### src/rtl/core/meu_pkg.sv
// shared constants and codes for the modular exponentiation unit
`default_nettype none

package meu_pkg;

    // operand and product widths
    localparam int OPD_W  = 31;
    localparam int PROD_W = 2 * OPD_W;

    // default exponent width
    localparam int EXP_BITS_DEF = 63;

    // configuration port
    localparam int ADDR_W = 2;
    localparam int DATA_W = 32;
    localparam logic [ADDR_W-1:0] ADDR_MODULUS = 2'd0;

    // modulus after reset
    localparam logic [OPD_W-1:0] MODULUS_RESET = 31'd1000000007;

    // request kinds
    localparam logic [1:0] KIND_POW = 2'd0;
    localparam logic [1:0] KIND_INV = 2'd1;
    localparam logic [1:0] KIND_DIV = 2'd2;

endpackage

`default_nettype wire

### src/rtl/core/meu_modmul.sv
// modular multiplier: one product, then radix-4 serial reduction
`default_nettype none

module meu_modmul
(
    input  wire logic                        clk,
    input  wire logic                        rst_n,
    input  wire logic                        start,
    input  wire logic [meu_pkg::OPD_W-1:0]   x,
    input  wire logic [meu_pkg::OPD_W-1:0]   y,
    input  wire logic [meu_pkg::OPD_W-1:0]   m,
    output logic                             done,
    output logic [meu_pkg::OPD_W-1:0]        r
);

    localparam int STEPS = meu_pkg::PROD_W / 2;
    localparam int CNT_W = $clog2(STEPS);
    localparam int T_W   = meu_pkg::OPD_W + 2;

    logic                          run_reg, run_next;
    logic                          done_reg, done_next;
    logic [CNT_W-1:0]              cnt_reg, cnt_next;
    logic [meu_pkg::PROD_W-1:0]    prod_reg, prod_next;
    logic [meu_pkg::OPD_W-1:0]     rem_reg, rem_next;
    logic [meu_pkg::OPD_W-1:0]     m1_reg, m1_next;
    logic [meu_pkg::OPD_W:0]       m2_reg, m2_next;
    logic [T_W-1:0]                m3_reg, m3_next;

    logic [meu_pkg::PROD_W-1:0]    prod_w;
    logic [T_W-1:0]                t;
    logic [T_W-1:0]                t_red;

    // single product of the operands
    assign prod_w = x * y;

    // next two product bits shifted into the remainder, minus 0..3 times m
    assign t = {rem_reg, prod_reg[meu_pkg::PROD_W-1 -: 2]};

    always_comb
    begin
        if (t >= m3_reg)
        begin
            t_red = t - m3_reg;
        end
        else if (t >= T_W'(m2_reg))
        begin
            t_red = t - T_W'(m2_reg);
        end
        else if (t >= T_W'(m1_reg))
        begin
            t_red = t - T_W'(m1_reg);
        end
        else
        begin
            t_red = t;
        end
    end

    // sequencing of the reduction steps
    always_comb
    begin
        run_next  = run_reg;
        done_next = 1'b0;
        cnt_next  = cnt_reg;
        prod_next = prod_reg;
        rem_next  = rem_reg;
        m1_next   = m1_reg;
        m2_next   = m2_reg;
        m3_next   = m3_reg;
        if (start)
        begin
            run_next  = 1'b1;
            cnt_next  = '0;
            prod_next = prod_w;
            rem_next  = '0;
            m1_next   = m;
            m2_next   = {m, 1'b0};
            m3_next   = T_W'(m) + T_W'({m, 1'b0});
        end
        else if (run_reg)
        begin
            rem_next  = t_red[meu_pkg::OPD_W-1:0];
            prod_next = {prod_reg[meu_pkg::PROD_W-3:0], 2'b00};
            cnt_next  = cnt_reg + 1'b1;
            if (cnt_reg == CNT_W'(STEPS - 1))
            begin
                run_next  = 1'b0;
                done_next = 1'b1;
            end
        end
    end

    // control registers
    always_ff @(posedge clk or negedge rst_n)
    begin
        if (!rst_n)
        begin
            run_reg  <= 1'b0;
            done_reg <= 1'b0;
            cnt_reg  <= '0;
        end
        else
        begin
            run_reg  <= run_next;
            done_reg <= done_next;
            cnt_reg  <= cnt_next;
        end
    end

    // datapath registers
    always_ff @(posedge clk)
    begin
        prod_reg <= prod_next;
        rem_reg  <= rem_next;
        m1_reg   <= m1_next;
        m2_reg   <= m2_next;
        m3_reg   <= m3_next;
    end

    assign done = done_reg;
    assign r    = rem_reg;

endmodule

`default_nettype wire

### src/rtl/core/modular_exponentiation_unit_core.sv
// modular exponentiation unit: power, fermat inverse and division mod a prime
// each modular product runs through the shared multiplier (one multiply, 31
// radix-4 reduction steps, one update); a power with an n-bit exponent of
// weight w takes n-1+w modular products.
// one item at a time: busy stays high until the done strobe; results cannot stall
// reset: sequencer idle, modulus register back to 1000000007
`default_nettype none

module modular_exponentiation_unit_core
#(
    parameter int EXP_BITS = meu_pkg::EXP_BITS_DEF
)
(
    input  wire logic                         clk,
    input  wire logic                         rst_n,
    input  wire logic                         psel,
    input  wire logic                         penable,
    input  wire logic                         pwrite,
    input  wire logic [meu_pkg::ADDR_W-1:0]   paddr,
    input  wire logic [meu_pkg::DATA_W-1:0]   pwdata,
    output logic [meu_pkg::DATA_W-1:0]        prdata,
    output logic                              pready,
    input  wire logic                         start,
    output logic                              busy,
    input  wire logic [1:0]                   kind,
    input  wire logic [meu_pkg::OPD_W-1:0]    base,
    input  wire logic [EXP_BITS-1:0]          exponent,
    input  wire logic [meu_pkg::OPD_W-1:0]    divisor,
    output logic                              done,
    output logic [meu_pkg::OPD_W-1:0]         value
);

    localparam int E_W = (EXP_BITS > meu_pkg::OPD_W) ? EXP_BITS : meu_pkg::OPD_W;

    typedef enum logic [2:0]
    {
        S_IDLE = 3'b001,
        S_BIT  = 3'b010,
        S_WAIT = 3'b100
    } state_t;

    typedef enum logic [1:0]
    {
        OP_ACC,
        OP_SQR,
        OP_FIN
    } op_t;

    state_t                        state_reg, state_next;
    op_t                           op_reg, op_next;
    logic                          done_reg, done_next;
    logic [meu_pkg::OPD_W-1:0]     value_reg, value_next;
    logic [meu_pkg::OPD_W-1:0]     modulus_reg;
    logic [1:0]                    kind_reg, kind_next;
    logic [meu_pkg::OPD_W-1:0]     base_reg, base_next;
    logic [meu_pkg::OPD_W-1:0]     a_reg, a_next;
    logic [meu_pkg::OPD_W-1:0]     acc_reg, acc_next;
    logic [E_W-1:0]                e_reg, e_next;

    logic                          mul_start;
    logic [meu_pkg::OPD_W-1:0]     mul_x;
    logic [meu_pkg::OPD_W-1:0]     mul_y;
    logic                          mul_done;
    logic [meu_pkg::OPD_W-1:0]     mul_r;

    logic                          cfg_write;
    logic                          kind_ok;
    logic [E_W-1:0]                inv_exp;

    // configuration port
    assign pready    = 1'b1;
    assign cfg_write = psel && penable && pwrite && pready;

    always_ff @(posedge clk or negedge rst_n)
    begin
        if (!rst_n)
        begin
            modulus_reg <= meu_pkg::MODULUS_RESET;
        end
        else if (cfg_write && (paddr == meu_pkg::ADDR_MODULUS))
        begin
            modulus_reg <= pwdata[meu_pkg::OPD_W-1:0];
        end
    end

    always_comb
    begin
        if (paddr == meu_pkg::ADDR_MODULUS)
        begin
            prdata = meu_pkg::DATA_W'(modulus_reg);
        end
        else
        begin
            prdata = '0;
        end
    end

    // request decode
    assign kind_ok = (kind == meu_pkg::KIND_POW) || (kind == meu_pkg::KIND_INV)
                     || (kind == meu_pkg::KIND_DIV);
    assign inv_exp = (modulus_reg >= 31'd2) ? E_W'(modulus_reg - 31'd2) : '0;

    // shared modular multiplier
    meu_modmul u_modmul
    (
        .clk   (clk),
        .rst_n (rst_n),
        .start (mul_start),
        .x     (mul_x),
        .y     (mul_y),
        .m     (modulus_reg),
        .done  (mul_done),
        .r     (mul_r)
    );

    // sequencer over the exponent bits
    always_comb
    begin
        state_next = state_reg;
        op_next    = op_reg;
        done_next  = 1'b0;
        value_next = value_reg;
        kind_next  = kind_reg;
        base_next  = base_reg;
        a_next     = a_reg;
        acc_next   = acc_reg;
        e_next     = e_reg;
        mul_start  = 1'b0;
        mul_x      = acc_reg;
        mul_y      = a_reg;
        case (state_reg)
            S_IDLE:
            begin
                if (start)
                begin
                    if ((modulus_reg == '0) || !kind_ok)
                    begin
                        done_next  = 1'b1;
                        value_next = '0;
                    end
                    else
                    begin
                        kind_next  = kind;
                        base_next  = base;
                        a_next     = (kind == meu_pkg::KIND_DIV) ? divisor : base;
                        acc_next   = meu_pkg::OPD_W'(1);
                        e_next     = (kind == meu_pkg::KIND_POW) ? E_W'(exponent) : inv_exp;
                        state_next = S_BIT;
                    end
                end
            end
            S_BIT:
            begin
                if (e_reg == '0)
                begin
                    if (kind_reg == meu_pkg::KIND_DIV)
                    begin
                        // dividend times the inverse of the divisor
                        mul_start  = 1'b1;
                        mul_x      = base_reg;
                        mul_y      = acc_reg;
                        op_next    = OP_FIN;
                        state_next = S_WAIT;
                    end
                    else
                    begin
                        done_next  = 1'b1;
                        value_next = acc_reg;
                        state_next = S_IDLE;
                    end
                end
                else if (e_reg[0])
                begin
                    mul_start  = 1'b1;
                    mul_x      = acc_reg;
                    mul_y      = a_reg;
                    op_next    = OP_ACC;
                    state_next = S_WAIT;
                end
                else
                begin
                    mul_start  = 1'b1;
                    mul_x      = a_reg;
                    mul_y      = a_reg;
                    op_next    = OP_SQR;
                    state_next = S_WAIT;
                end
            end
            S_WAIT:
            begin
                if (mul_done)
                begin
                    case (op_reg)
                        OP_ACC:
                        begin
                            acc_next   = mul_r;
                            e_next     = {e_reg[E_W-1:1], 1'b0};
                            state_next = S_BIT;
                        end
                        OP_SQR:
                        begin
                            a_next     = mul_r;
                            e_next     = e_reg >> 1;
                            state_next = S_BIT;
                        end
                        OP_FIN:
                        begin
                            done_next  = 1'b1;
                            value_next = mul_r;
                            state_next = S_IDLE;
                        end
                        default:
                        begin
                            state_next = S_IDLE;
                        end
                    endcase
                end
            end
            default:
            begin
                state_next = S_IDLE;
            end
        endcase
    end

    // control registers
    always_ff @(posedge clk or negedge rst_n)
    begin
        if (!rst_n)
        begin
            state_reg <= S_IDLE;
            op_reg    <= OP_ACC;
            done_reg  <= 1'b0;
        end
        else
        begin
            state_reg <= state_next;
            op_reg    <= op_next;
            done_reg  <= done_next;
        end
    end

    // operand and result registers
    always_ff @(posedge clk)
    begin
        value_reg <= value_next;
        kind_reg  <= kind_next;
        base_reg  <= base_next;
        a_reg     <= a_next;
        acc_reg   <= acc_next;
        e_reg     <= e_next;
    end

    assign busy  = (state_reg != S_IDLE);
    assign done  = done_reg;
    assign value = value_reg;

endmodule

`default_nettype wire

### config.mk
export PLATFORM = sky130hd
export DESIGN_NAME = modular_exponentiation_unit_core
export DESIGN_NICKNAME = d
export VERILOG_FILES = /design/src/rtl/core/meu_pkg.sv /design/src/rtl/core/meu_modmul.sv /design/src/rtl/core/modular_exponentiation_unit_core.sv
export SDC_FILE = /design/constraint.sdc
export NUM_CORES = 2
export LEC_CHECK = 0
export BUFFER_PORTS_ARGS = -buffer_cell sky130_fd_sc_hd__buf_2
export CORE_UTILIZATION = 54
export DETAILED_ROUTE_END_ITERATION = 16
export PLACE_DENSITY = 0.77
export SYNTH_ARGS = -nofsm -noshare
export SYNTH_HDL_FRONTEND = slang
export SYNTH_SLANG_ARGS = --single-unit
export TNS_END_PERCENT = 5
### constraint.sdc
create_clock -name clk -period 26.8 [get_ports clk]
set_input_delay 4.02 -clock clk [delete_from_list [all_inputs] [get_ports clk]]
set_output_delay 4.02 -clock clk [all_outputs]
set_load 0.005 [all_outputs]
==> reports/results.txt <==
status: finished, final reports clean
worst r2r dst: u_modmul.prod_reg[60]$_DFFE_PP_
sequential area share after synthesis: 0.2045
slowest CP cell: o21a_1
post-synth top area share: 0.3082
Worst Hold Class: flop to flop
DR vias/cell: 6.053
fill cell total of the finished layout: 8,614
WP data required: 27.04 ns
Synth area leaders: fa_1 31%, edfxtp_1 17%, ha_1 9.5%
minimum clock period: 13.40 ns
critical path class: flop to flop
Main synth FF type: edfxtp_1
routed len/inst: 23.76 µm
starting density of the core: 0.5454
count leader, synth: inv_1
Vias: 44,340
layout cells sized above 1: 0.08996
placement row count: 116
vias in the first global route: 45,870
worst reg2reg path startpoint: e_reg[3]$_DFFE_PP_
clk sinks: 389
Worst setup SP type: flop
GRT Overall Usage: 0.3467
EDFF count, synth: 314
Slew headroom: 0.1894
Max Fanout on Critical Path: 45
Starting DRT DRC Count: 4,092
Clock Path Buffers: 3
largest net degree at the start of global routing: 70
dpl cells: 7,240
CTS tree: done
Synth Instances: 5,901
total congestion overflow: 0
first-pass GRT wire length: 268,500 µm
commonest cells in the netlist: 903 x inv_1, 841 x fa_1, 779 x nand2_1
CP endpoint kind: flop
setup bufs post-CTS: 0
chip height: 320.0 µm
# port buffers: 229
post-synthesis cell area: 0.05462 mm²
syn_nets: 7,325
DRT Wirelength: 174,000 µm
Async SR Flop Fraction: 0.1131
Pins Over Slew Limit: 0
final hold violation count: 0
DPL Wire Length: 133,700 µm
RSZ-0062 raised after global routing: false
Worst-path clk slew: 0.07 ns
reg2reg setup slack: 13.40 ns
Finished Core Util: 0.5846
Hold Crit Endpoint: u_modmul.prod_reg[47]$_DFFE_PP_
Die Wd: 320.0 µm
setup_tns: 0 ns
root buffer selected by CTS: clkbuf_16
Max Fclk: 0.07465 GHz
Netlist cell types: 96
initial antenna violation count: 11
max reg flops: 63
cts hold-fix bufs: 0
post-route ant nets: 0
Synth Register Bits: 389
DIE AREA: 0.1024 mm²
Final #Nets: 7,413
crit path DAT: 13.64 ns
Boundary Pins: 233
WHS Path Cells: 2
Max Cap Viol: 0
Final period util: 0.4998
latest clock arrival within the worst-skew pair: 0.61 ns
# resized after CTS: 0
Core Area: 0.1001 mm²
H-tree Lvls: 2
drt drc: 0
Syn. warnings: 0
Setup Skew: 0.02487 ns
cell taking the most area after synthesis: fa_1
Critical Path Most Common Cell: fa_1
endpoints failing setup: 0
Routability Congestion: 1.004
P&R area growth vs syn: 7.188%
syn avg cell area: 9.256 µm²
Worst Max-Slew Pin Slew: 1.185 ns
Largest stage delay, worst path: 1.00 ns
CTS buffer count: 44
Non-Filler Instances: 7,325
Pre-antenna DRT Iters: 6
Hold Startpoint: u_modmul.prod_reg[45]$_DFFE_PP_
worst-case reg-to-reg path depth: 33
[per-stage QoR]
stage	setup WS, ns	instance area [µm²]	hold WS (ns)
finish	13.40	58550	0.5188
CTS	13.81	58540	0.5069
global route	13.14	58540	0.5319
detailed placement	13.89	57070	0.4970
global placement	13.95	57070	0.4992
floorplan	17.39	54620	0.4782
[placed cells by master, fill, tap and decap left out, drive strengths merged, types with 30 or more instances in the layout]
| master | synthesis | final |
|---|---|---|
| xnor2 | 126 | 126 |
| a22oi | 34 | 34 |
| nand4 | 40 | 40 |
| a21oi | 223 | 223 |
| nand3 | 64 | 64 |
| clkbuf | 138 | 53 |
| nor2b | 30 | 30 |
| inv | 904 | 905 |
| xor2 | 56 | 56 |
| edfxtp | 314 | 314 |
| nand2 | 779 | 779 |
| o21a | 53 | 53 |
| ha | 416 | 416 |
| mux2i | 64 | 64 |
| fa | 841 | 841 |
| o21ai | 281 | 281 |
| nor2 | 634 | 634 |
| dfxtp | 31 | 31 |
| nand2b | 33 | 33 |
| a21o | 109 | 109 |
| and3 | 57 | 57 |
| nor3 | 63 | 63 |
| buf | 151 | 330 |
| mux2 | 31 | 31 |
| o21bai | 54 | 54 |
[critical path: cells and delay by family, from the launching register on]
kind / cells / cell delay (ns)
XOR/XNOR: 1 / 0.11
buffers and inverters: 7 / 1.02
flip-flops: 1 / 0.39
AO/OA/AOI/OAI: 8 / 3.56
adder cells (fa/ha/maj): 9 / 4.26
AND/OR/NAND/NOR: 8 / 3.60
[metal layers]
| layer | track usage | up-vias | routed length, µm |
|---|---|---|---|
| li1 | - | 19320 | - |
| met1 | 0.4326 | 21820 | 63320 |
| met2 | 0.5417 | 2632 | 77470 |
| met3 | 0.09239 | 562 | 20850 |
| met4 | 0.2052 | 10 | 12320 |
| met5 | 0 | - | 60 |
[worst max path at each step]
stage                   startpoint                         endpoint  depth (start not counted)  slack [ns]
6_report        e_reg[3]$_DFFE_PP_  u_modmul.prod_reg[60]$_DFFE_PP_                         33       13.40
3_5_place_dp    e_reg[3]$_DFFE_PP_  u_modmul.prod_reg[60]$_DFFE_PP_                         33       13.89
5_1_grt         e_reg[2]$_DFFE_PP_  u_modmul.prod_reg[60]$_DFFE_PP_                         33       13.14
2_1_floorplan  e_reg[31]$_DFFE_PP_  u_modmul.prod_reg[58]$_DFFE_PP_                         36       17.39
4_1_cts         e_reg[3]$_DFFE_PP_  u_modmul.prod_reg[60]$_DFFE_PP_                         33       13.81
3_3_place_gp    e_reg[3]$_DFFE_PP_  u_modmul.prod_reg[60]$_DFFE_PP_                         33       13.95
[layout make-up]
| class | instances | area [µm²] | area share |
|---|---|---|---|
| antenna | 2 | 5.005 | 0.00008548 |
| clock buffer | 52 | 1194 | 0.02039 |
| clock inverter | 30 | 275.3 | 0.004701 |
| inverter | 905 | 3398 | 0.05804 |
| multi-input combinational | 4318 | 38970 | 0.6656 |
| sequential | 389 | 11170 | 0.1908 |
| tap | 1298 | 1624 | 0.02774 |
| timing repair buffer | 331 | 1912 | 0.03265 |
[cells by family after synthesis]
group / count (synthesis) / synth area share
and+or+nand+nor: 1792 / 0.1394
other: 2 / 0.0001375
adders and majority gates: 1257 / 0.4035
buffers and inverters: 1194 / 0.08601
xor gates and xnor gates: 182 / 0.02918
DFF: 389 / 0.2045
muxes: 95 / 0.01846
AOI/OAI and AO/OA: 990 / 0.1187
Power is left out: the tool's default activity adds up to more than one toggle a clock period on the data nets, which glitch-free logic cannot reach.
